<file path="config.mk">
export PLATFORM = sky130hd
export DESIGN_NAME = turnout_command_frame_parser_unit
export DESIGN_NICKNAME = d
export VERILOG_FILES = /design/src/design/tcfp_pkg.sv /design/src/design/turnout_command_frame_parser_unit.sv
export SDC_FILE = /design/constraint.sdc
export NUM_CORES = 1
export LEC_CHECK = 0
export ABC_AREA = 1
export ABC_CLOCK_PERIOD_IN_PS = 6100
export BUFFER_PORTS_ARGS = -buffer_cell sky130_fd_sc_hd__buf_2
export CORE_MARGIN = 3
export CORE_UTILIZATION = 61
export CTS_BUF_LIST = sky130_fd_sc_hd__clkbuf_4 sky130_fd_sc_hd__clkbuf_8 sky130_fd_sc_hd__clkbuf_16
export DETAILED_ROUTE_END_ITERATION = 10
export GPL_ROUTABILITY_DRIVEN = 0
export PLACE_DENSITY = 0.91
export SETUP_SLACK_MARGIN = 0.4
export SYNTH_ARGS = -nofsm -noshare
export SYNTH_HDL_FRONTEND = slang
export SYNTH_SLANG_ARGS = --single-unit
</file>
<file path="constraint.sdc">
create_clock -name clk -period 6.1 [get_ports clk]
set_input_delay 0.61 -clock clk [delete_from_list [all_inputs] [get_ports clk]]
set_output_delay 0.61 -clock clk [all_outputs]
set_load 0.02 [all_outputs]
</file>
<file path="src/design/tcfp_pkg.sv">
// Shared types and constants of the turnout command frame parser.
package tcfp_pkg;

	// characters the parser reacts to
	localparam logic [7:0] CH_START = 8'h3C;  // '<'
	localparam logic [7:0] CH_END   = 8'h3E;  // '>'
	localparam logic [7:0] CH_CR    = 8'h0D;
	localparam logic [7:0] CH_LF    = 8'h0A;
	localparam logic [7:0] CH_NUL   = 8'h00;
	localparam logic [7:0] CH_SPACE = 8'h20;
	localparam logic [7:0] CH_H     = 8'h48;  // 'H'
	localparam logic [7:0] CH_EQ    = 8'h3D;  // '='
	localparam logic [7:0] CH_PLUS  = 8'h2B;
	localparam logic [7:0] CH_MINUS = 8'h2D;
	localparam logic [7:0] CH_ZERO  = 8'h30;
	localparam logic [7:0] CH_NINE  = 8'h39;
	localparam logic [7:0] CH_TAB   = 8'h09;

	// result kinds
	typedef enum logic [2:0] {
		KIND_CLOSED    = 3'd0,
		KIND_THROWN    = 3'd1,
		KIND_TRACK_MGR = 3'd2,
		KIND_UNKNOWN   = 3'd3,
		KIND_EMPTY     = 3'd4,
		KIND_MALFORMED = 3'd5,
		KIND_BAD       = 3'd6
	} kind_t;

	// command token seen at the head of a frame
	typedef enum logic [1:0] {
		TK_NONE  = 2'd0,
		TK_H     = 2'd1,
		TK_EQ    = 2'd2,
		TK_OTHER = 2'd3
	} token_t;

	// configuration register indexes
	localparam logic [1:0] REG_MASK   = 2'd0;
	localparam logic [1:0] REG_CLOSED = 2'd1;
	localparam logic [1:0] REG_THROWN = 2'd2;

	localparam int MAG_W = 17;
	localparam logic [MAG_W-1:0] MAG_SAT = 17'd32768;
	localparam logic signed [15:0] ID_MAX = 16'sd63;

	// one decimal digit into a saturating magnitude
	function automatic logic [MAG_W-1:0] acc_digit(input logic [MAG_W-1:0] mag,
			input logic [7:0] c);
		logic [19:0] ext;
		logic [19:0] v;
		ext = {3'b000, mag};
		v = (ext << 3) + (ext << 1) + {16'h0000, c[3:0]};
		return (v > {3'b000, MAG_SAT}) ? MAG_SAT : v[MAG_W-1:0];
	endfunction

	// magnitude and sign to a saturated 16-bit value
	function automatic logic signed [15:0] fin_number(input logic [MAG_W-1:0] mag,
			input logic neg);
		logic [MAG_W-1:0] negated;
		negated = ~mag + 17'd1;
		if (neg)
			return negated[15:0];
		return (mag > 17'd32767) ? 16'sh7FFF : mag[15:0];
	endfunction

endpackage

</file>
<file path="src/design/turnout_command_frame_parser_unit.sv">
// Top level of the turnout command frame parser: byte register, parse state, result register.
//
//  channel | signals                                   | role
//  --------+-------------------------------------------+--------------------------------
//  in      | in_valid, in_ready, rx_byte               | one received character per item
//  out     | out_valid, out_ready, msg_kind,           | one classified result per frame
//          | turnout_id, requested_state               |
//  cfg     | cfg_valid, cfg_ready, cfg_index, cfg_data | mask, closed and thrown codes
//
// One item per cycle while no result is stalled: a byte is held in the input register,
// then the parse state and result register update from it.
// The parse state update for one byte is the recurrence that sets the one-cycle rate.
// Reset clears parse state, handshake state and the config registers (mask 0,
// closed 0, thrown 1). A stalled result holds the byte stage; in_ready drops only then.
module turnout_command_frame_parser_unit import tcfp_pkg::*; #(
	parameter int FRAME_CAPACITY = 128
) (
	input  logic               clk,
	input  logic               arst_n,
	input  logic               in_valid,
	output logic               in_ready,
	input  logic [7:0]         rx_byte,
	output logic               out_valid,
	input  logic               out_ready,
	output logic [2:0]         msg_kind,
	output logic signed [15:0] turnout_id,
	output logic signed [15:0] requested_state,
	input  logic               cfg_valid,
	output logic               cfg_ready,
	input  logic [1:0]         cfg_index,
	input  logic [63:0]        cfg_data
);

	localparam int LEN_W = $clog2(FRAME_CAPACITY);
	localparam logic [LEN_W-1:0] LEN_LIMIT = LEN_W'(FRAME_CAPACITY - 1);

	typedef enum logic [3:0] {
		PH_LEAD, PH_TOK, PH_TOKDONE, PH_PSKIP, PH_A_WS, PH_A_SIGN, PH_A_DIG,
		PH_B_WS, PH_B_SIGN, PH_B_DIG, PH_DONE, PH_FAIL
	} phase_t;

	// input stage
	logic       valid_s1;
	logic [7:0] byte_s1;
	logic       advance;

	// config
	logic [63:0]        mask_q;
	logic signed [15:0] closed_q;
	logic signed [15:0] thrown_q;

	// parse state
	logic [LEN_W-1:0] len_q, len_d;
	phase_t           ph_q, ph_d, scan_ph;
	token_t           tok_q, tok_d;
	logic [MAG_W-1:0] n1_q, n1_d, n2_q, n2_d;
	logic             neg1_q, neg1_d, neg2_q, neg2_d, ended_q, ended_d;

	// result
	logic               out_valid_q;
	kind_t              kind_q, kind_d;
	logic signed [15:0] id_q, id_d, st_q, st_d;
	logic               emit, clear, parse_en;
	logic               is_ws, is_sign, is_digit, is_minus;
	logic signed [15:0] id_f, st_f;

	assign advance   = valid_s1 && (!out_valid_q || out_ready);
	assign in_ready  = !valid_s1 || advance;
	assign cfg_ready = 1'b1;

	always_ff @(posedge clk or negedge arst_n) begin
		if (!arst_n) begin
			valid_s1 <= 1'b0;
		end else if (in_ready) begin
			valid_s1 <= in_valid;
		end
	end

	always_ff @(posedge clk) begin
		if (in_ready && in_valid) begin
			byte_s1 <= rx_byte;
		end
	end

	always_ff @(posedge clk or negedge arst_n) begin
		if (!arst_n) begin
			mask_q   <= '0;
			closed_q <= 16'sd0;
			thrown_q <= 16'sd1;
		end else if (cfg_valid) begin
			case (cfg_index)
				REG_MASK:   mask_q   <= cfg_data;
				REG_CLOSED: closed_q <= cfg_data[15:0];
				REG_THROWN: thrown_q <= cfg_data[15:0];
				default:    ;
			endcase
		end
	end

	always_comb begin
		is_ws    = byte_s1 inside {CH_SPACE, [CH_TAB:CH_CR]};
		is_sign  = (byte_s1 == CH_PLUS) || (byte_s1 == CH_MINUS);
		is_minus = (byte_s1 == CH_MINUS);
		is_digit = byte_s1 inside {[CH_ZERO:CH_NINE]};
	end

	// next parse state for the byte in the input stage
	always_comb begin
		len_d    = len_q;
		ph_d     = ph_q;
		tok_d    = tok_q;
		n1_d     = n1_q;
		n2_d     = n2_q;
		neg1_d   = neg1_q;
		neg2_d   = neg2_q;
		ended_d  = ended_q;
		emit     = 1'b0;
		clear    = 1'b0;
		parse_en = 1'b0;
		scan_ph  = (ph_q == PH_PSKIP) ? PH_A_WS : ph_q;

		if (byte_s1 == CH_START) begin
			clear = 1'b1;
		end else if (byte_s1 == CH_END) begin
			if (len_q != '0) begin
				clear = 1'b1;
				emit  = (ph_q != PH_LEAD);
			end
		end else if (byte_s1 != CH_CR && byte_s1 != CH_LF) begin
			if (len_q < LEN_LIMIT) begin
				len_d    = len_q + LEN_W'(1);
				parse_en = 1'b1;
			end else begin
				clear = 1'b1;
			end
		end

		if (parse_en && !ended_q) begin
			if (byte_s1 == CH_NUL) begin
				ended_d = 1'b1;
			end else begin
				case (ph_q)
					PH_LEAD: begin
						if (byte_s1 != CH_SPACE) begin
							tok_d = (byte_s1 == CH_H) ? TK_H :
								(byte_s1 == CH_EQ) ? TK_EQ : TK_OTHER;
							ph_d = PH_TOK;
						end
					end
					PH_TOK: begin
						if (byte_s1 == CH_SPACE) begin
							ph_d = (tok_q == TK_H) ? PH_PSKIP : PH_TOKDONE;
						end else begin
							tok_d = TK_OTHER;
							ph_d  = PH_TOKDONE;
						end
					end
					PH_TOKDONE, PH_DONE, PH_FAIL: ;
					default: begin
						// spaces before the first number stay in the skip phase
						if (!(ph_q == PH_PSKIP && byte_s1 == CH_SPACE)) begin
							ph_d = scan_ph;
							case (scan_ph)
								PH_A_WS: begin
									if (is_ws) begin
									end else if (is_sign) begin
										neg1_d = neg1_q | is_minus;
										ph_d   = PH_A_SIGN;
									end else if (is_digit) begin
										n1_d = acc_digit('0, byte_s1);
										ph_d = PH_A_DIG;
									end else begin
										ph_d = PH_FAIL;
									end
								end
								PH_A_SIGN: begin
									if (is_digit) begin
										n1_d = acc_digit('0, byte_s1);
										ph_d = PH_A_DIG;
									end else begin
										ph_d = PH_FAIL;
									end
								end
								PH_A_DIG: begin
									if (is_digit) begin
										n1_d = acc_digit(n1_q, byte_s1);
									end else if (is_ws) begin
										ph_d = PH_B_WS;
									end else if (is_sign) begin
										neg2_d = neg2_q | is_minus;
										ph_d   = PH_B_SIGN;
									end else begin
										ph_d = PH_FAIL;
									end
								end
								PH_B_WS: begin
									if (is_ws) begin
									end else if (is_sign) begin
										neg2_d = neg2_q | is_minus;
										ph_d   = PH_B_SIGN;
									end else if (is_digit) begin
										n2_d = acc_digit('0, byte_s1);
										ph_d = PH_B_DIG;
									end else begin
										ph_d = PH_FAIL;
									end
								end
								PH_B_SIGN: begin
									if (is_digit) begin
										n2_d = acc_digit('0, byte_s1);
										ph_d = PH_B_DIG;
									end else begin
										ph_d = PH_FAIL;
									end
								end
								PH_B_DIG: begin
									if (is_digit) begin
										n2_d = acc_digit(n2_q, byte_s1);
									end else begin
										ph_d = PH_DONE;
									end
								end
								default: ;
							endcase
						end
					end
				endcase
			end
		end

		if (clear) begin
			len_d   = '0;
			ph_d    = PH_LEAD;
			tok_d   = TK_NONE;
			n1_d    = '0;
			n2_d    = '0;
			neg1_d  = 1'b0;
			neg2_d  = 1'b0;
			ended_d = 1'b0;
		end
	end

	// classification of the frame that the end mark closes
	always_comb begin
		id_f   = fin_number(n1_q, neg1_q);
		st_f   = fin_number(n2_q, neg2_q);
		id_d   = 16'sd0;
		st_d   = 16'sd0;
		kind_d = KIND_UNKNOWN;
		if (tok_q == TK_EQ) begin
			kind_d = KIND_TRACK_MGR;
		end else if (tok_q != TK_H) begin
			kind_d = KIND_UNKNOWN;
		end else if (ph_q == PH_TOK || ph_q == PH_PSKIP) begin
			kind_d = KIND_EMPTY;
		end else if (ph_q != PH_B_DIG && ph_q != PH_DONE) begin
			kind_d = KIND_MALFORMED;
		end else begin
			id_d = id_f;
			st_d = st_f;
			if (id_f < 16'sd0 || id_f > ID_MAX || !mask_q[id_f[5:0]]) begin
				kind_d = KIND_BAD;
			end else if (st_f == closed_q) begin
				kind_d = KIND_CLOSED;
			end else if (st_f == thrown_q) begin
				kind_d = KIND_THROWN;
			end else begin
				kind_d = KIND_BAD;
			end
		end
	end

	always_ff @(posedge clk or negedge arst_n) begin
		if (!arst_n) begin
			len_q       <= '0;
			ph_q        <= PH_LEAD;
			tok_q       <= TK_NONE;
			n1_q        <= '0;
			n2_q        <= '0;
			neg1_q      <= 1'b0;
			neg2_q      <= 1'b0;
			ended_q     <= 1'b0;
			out_valid_q <= 1'b0;
		end else begin
			if (advance) begin
				len_q   <= len_d;
				ph_q    <= ph_d;
				tok_q   <= tok_d;
				n1_q    <= n1_d;
				n2_q    <= n2_d;
				neg1_q  <= neg1_d;
				neg2_q  <= neg2_d;
				ended_q <= ended_d;
				out_valid_q <= emit;
			end else if (out_ready) begin
				out_valid_q <= 1'b0;
			end
		end
	end

	always_ff @(posedge clk) begin
		if (advance && emit) begin
			kind_q <= kind_d;
			id_q   <= id_d;
			st_q   <= st_d;
		end
	end

	assign out_valid       = out_valid_q;
	assign msg_kind        = kind_q;
	assign turnout_id      = id_q;
	assign requested_state = st_q;

	a_ready_only_stalls: assert property (@(posedge clk) disable iff (!arst_n)
		!in_ready |-> (valid_s1 && out_valid_q && !out_ready))
		else $error("input stage blocked without an output stall");

	a_len_bound: assert property (@(posedge clk) disable iff (!arst_n)
		len_q <= LEN_LIMIT)
		else $error("frame length past capacity");

	a_kind_range: assert property (@(posedge clk) disable iff (!arst_n)
		out_valid_q |-> (kind_q <= KIND_BAD))
		else $error("result kind out of range");

	a_zero_fields: assert property (@(posedge clk) disable iff (!arst_n)
		out_valid_q && (kind_q == KIND_TRACK_MGR || kind_q == KIND_UNKNOWN ||
			kind_q == KIND_EMPTY || kind_q == KIND_MALFORMED)
		|-> (id_q == 16'sd0 && st_q == 16'sd0))
		else $error("unparsed frame carries nonzero fields");

	a_set_matches_code: assert property (@(posedge clk) disable iff (!arst_n)
		out_valid_q && (kind_q == KIND_CLOSED || kind_q == KIND_THROWN)
		|-> (st_q == closed_q || st_q == thrown_q))
		else $error("set result state matches neither code");

endmodule

</file>
==> qor.txt <==
Post-synth EDFFs - 43
Reg clk slew, reported paths - 0.08 ns
XOR/XNOR share of the synthesized area - 4.38%
Non-filler cells, final - 2038
Crit path time final - 3.96 ns
CORE AREA - 20400 um2
Row cnt - 52
Initial antenna violation count - 1
Simple logic cell fraction of the synthesized area - 27.9%
Compound-cell area share of the yosys netlist - 11.4%
Gr usage total - 29.5%
Pwr/cell area - 408 nW/um2
Initial core utilization - 62.7%
Num Clock Sinks - 191
DIE AREA - 22800 um2
RSZ-0062 raised after global routing - no
Syn nets - 1822
CP Capture Type - flip-flop
CP max FO - 11
Drt via density - 6.00
Worst setup SP type - flip-flop
WP data required - 6.48 ns
Slew @ Worst Pin - 1.03 ns
Post-synthesis cell count - 1667
Hold Fails Final Rpt - 0
CTS max path bufs - 2
Clk_skew - 0.0104 ns
Number of CTS-inserted buffers - 17
Final period util - 64.9%
Cells after DPL - 2006
Count of final setup violators - 0
Relative slew slack - 31.2%
Total number of yosys warnings - 0
Nets - 1910
1st-iter DRT viols - 1623
Util after Layout - 69.1%
Avg Cell Area, Syn - 7.68 um2
Latest clock arrival within the worst-skew pair - 0.44 ns
Routed via count - 12231
Status - completed
DRC violations left - 0
Top_reg_cell synth - dfrtp_1
I/O Buffers - 115
Synthesized cell area - 12800 um2
Crit path arrival time - 4.34 ns
Setup TNS Final - 0 ns
H-tree levels - 4
Die X - 151 um
Fraction of layout cells with a size suffix above 1 - 12.2%
Max Freq - 0.253 GHz
Ant. Diodes - 0
Kind of critical path - flip-flop to flip-flop
LEAKAGE - 7.32 nW
Share of flip-flops with an asynchronous set or reset - 77.5%
Max cap viols - 0
Mux share of post-synthesis cell area - 2.02%
Hold Crit Class - input pin to asynchronous set/reset pin
Synth Register Bits - 191
Global route overflow - 0
Cts repair resizes - 0
First-pass GRT wire length - 54.4 mm
Die height - 151 um
Hold buffer count at CTS - 0
Root buf cell - clkbuf_16
Final Max Slew Viols - 0
Setup Fix Bufs, Post-CTS - 0
Sequential share of the synthesized area - 39.0%
TritonCTS clock tree - done
Largest family of logic cells by synthesized area - simple AND/OR/NAND/NOR gates
Largest net degree at the start of global routing - 106
Vias in the first global route - 11407
WL/cell - 16.5 um
Io pins - 117
Maximum VDD drop - 286 uV
Routed Wire Length - 33.7 mm
Post-DRT Antenna Nets - 0
HPWL Detailed - 24.3 mm
Synth unique cells - 59
Post-synthesis adder-cell area fraction - 7.66%
Pre-antenna DRT Iters - 6
Synth-to-Final Area Change - 10.2%
[area by class of cell]
type,instances,area [um2]
Tap cell,270,338
Clock inverter,15,186
Timing Repair Buffer,117,597
Multi-Input combinational cell,1239,6860
Sequential cell,191,5000
Inverter,189,712
Clock buffer,17,425
Fill cell,1553,6320
[Yosys cell counts (4+ instances only)]
cell type	count	area share (%)
inv_1	180	5.3
nor4_1	7	0.34
a21o_1	10	0.59
a21oi_1	96	3.8
o21ai_1	5	0.20
mux2_2	23	2.0
buf_4	4	0.23
nand2_1	382	11
nand2_2	8	0.39
buf_2	11	0.43
ha_1	72	7.0
xnor2_1	21	1.4
nor2_1	188	5.5
a31oi_1	4	0.20
nand3_1	136	5.3
nand3b_1	26	1.5
nor3_4	4	0.51
clkbuf_1	21	0.62
edfxtp_1	43	10
o21ai_0	121	4.7
xor2_1	43	2.9
nor3_1	21	0.82
inv_2	6	0.18
fa_1	4	0.63
dfrtp_1	147	29
buf_1	6	0.18
buf_6	4	0.35
nand4_1	21	1.0
[routing by layer]
metal	vias up	GRT usage (%)	part of all wire [%]
li1	5686	-	-
met1	5667	38.8	40
met2	735	48.9	47
met3	141	5.80	10
met4	2	10.7	3.3
met5	-	0	0.039
[cells by family after synthesis]
| group | after synthesis |
|---|---|
| buf+inv | 237 |
| fa+ha+maj | 76 |
| compound gates | 265 |
| mux | 23 |
| xor+xnor | 64 |
| flops | 191 |
| other cells | 1 |
| simple gates | 810 |
[cell usage in the layout (no fill, tap or decap), types with 5 or more instances in the layout]
master / n
nand2_1: 380
nor2_1: 188
inv_1: 180
dfrtp_1: 147
nand3_1: 136
o21ai_0: 121
buf_2: 114
a21oi_1: 96
ha_1: 72
xor2_1: 43
edfxtp_1: 43
nand3b_1: 26
mux2_2: 23
nand4_1: 21
nor3_1: 21
xnor2_1: 21
clkbuf_16: 17
a21o_1: 10
nand2_2: 9
inv_2: 6
nor4_1: 6
o21ai_1: 5
clkinv_8: 5
[registers in the layout, indices dropped and copies added (netlist names)]
| register | count |
|---|---|
| tok_q | 2 |
| ended_q | 1 |
| requested_state | 16 |
| thrown_q | 16 |
| valid_s1 | 1 |
| ph_q | 4 |
| out_valid | 1 |
| msg_kind | 3 |
| byte_s1 | 8 |
| n2_q | 17 |
| mask_q | 64 |
| n1_q | 17 |
| neg1_q | 1 |
| neg2_q | 1 |
| closed_q | 16 |
| len_q | 7 |
| turnout_id | 16 |
[per-stage QoR]
stage / total power [mW] / area, um2 / hold slack, ns / setup WS [ns]
detailed placement: 4.49 / 13500 / 0.473 / 2.08
CTS: 5.69 / 14100 / 0.262 / 1.89
global placement: 4.36 / 13500 / 0.466 / 2.37
global route: 6.18 / 14100 / 0.285 / 1.82
finish: 5.76 / 14100 / 0.225 / 2.14
floorplan: 3.89 / 12800 / 0.314 / 1.30
[power by group]
| group | internal (mW) | switching [mW] |
|---|---|---|
| Combinational | 0.971 | 1.90 |
| Clock | 0.560 | 0.574 |
| Sequential | 1.51 | 0.247 |
[worst max-delay path: stages (launching register included)]
cell	delay, ns
edfxtp_1	0.58
fa_1	0.63
inv_1	0.07
fa_1	0.49
nor3_1	0.23
nor2_1	0.10
o21ai_1	0.32
nand3_1	0.18
nand2_1	0.12
nand2_1	0.06
nand2_1	0.06
nand3_1	0.07
nor2_1	0.15
nand3_1	0.16
nand2_1	0.39
nand3_1	0.18
nand2_1	0.10
[worst paths after layout]
kind / from / endpoint / slack, ns / cells past startpoint
min reg2reg: mask_q[13] / mask_q[13] / 0.49 / 2
min: arst_n / mask_q[53] / 0.23 / 1
max: byte_s1[3] / n2_q[4] / 2.14 / 16
max in group asynchronous: arst_n / ph_q[2] / 4.56 / 2
min in group clk: rx_byte[5] / byte_s1[5] / 0.34 / 1
max reg2reg: byte_s1[3] / n2_q[4] / 2.14 / 16
No activity file was read; power rests on OpenSTA's default activity.
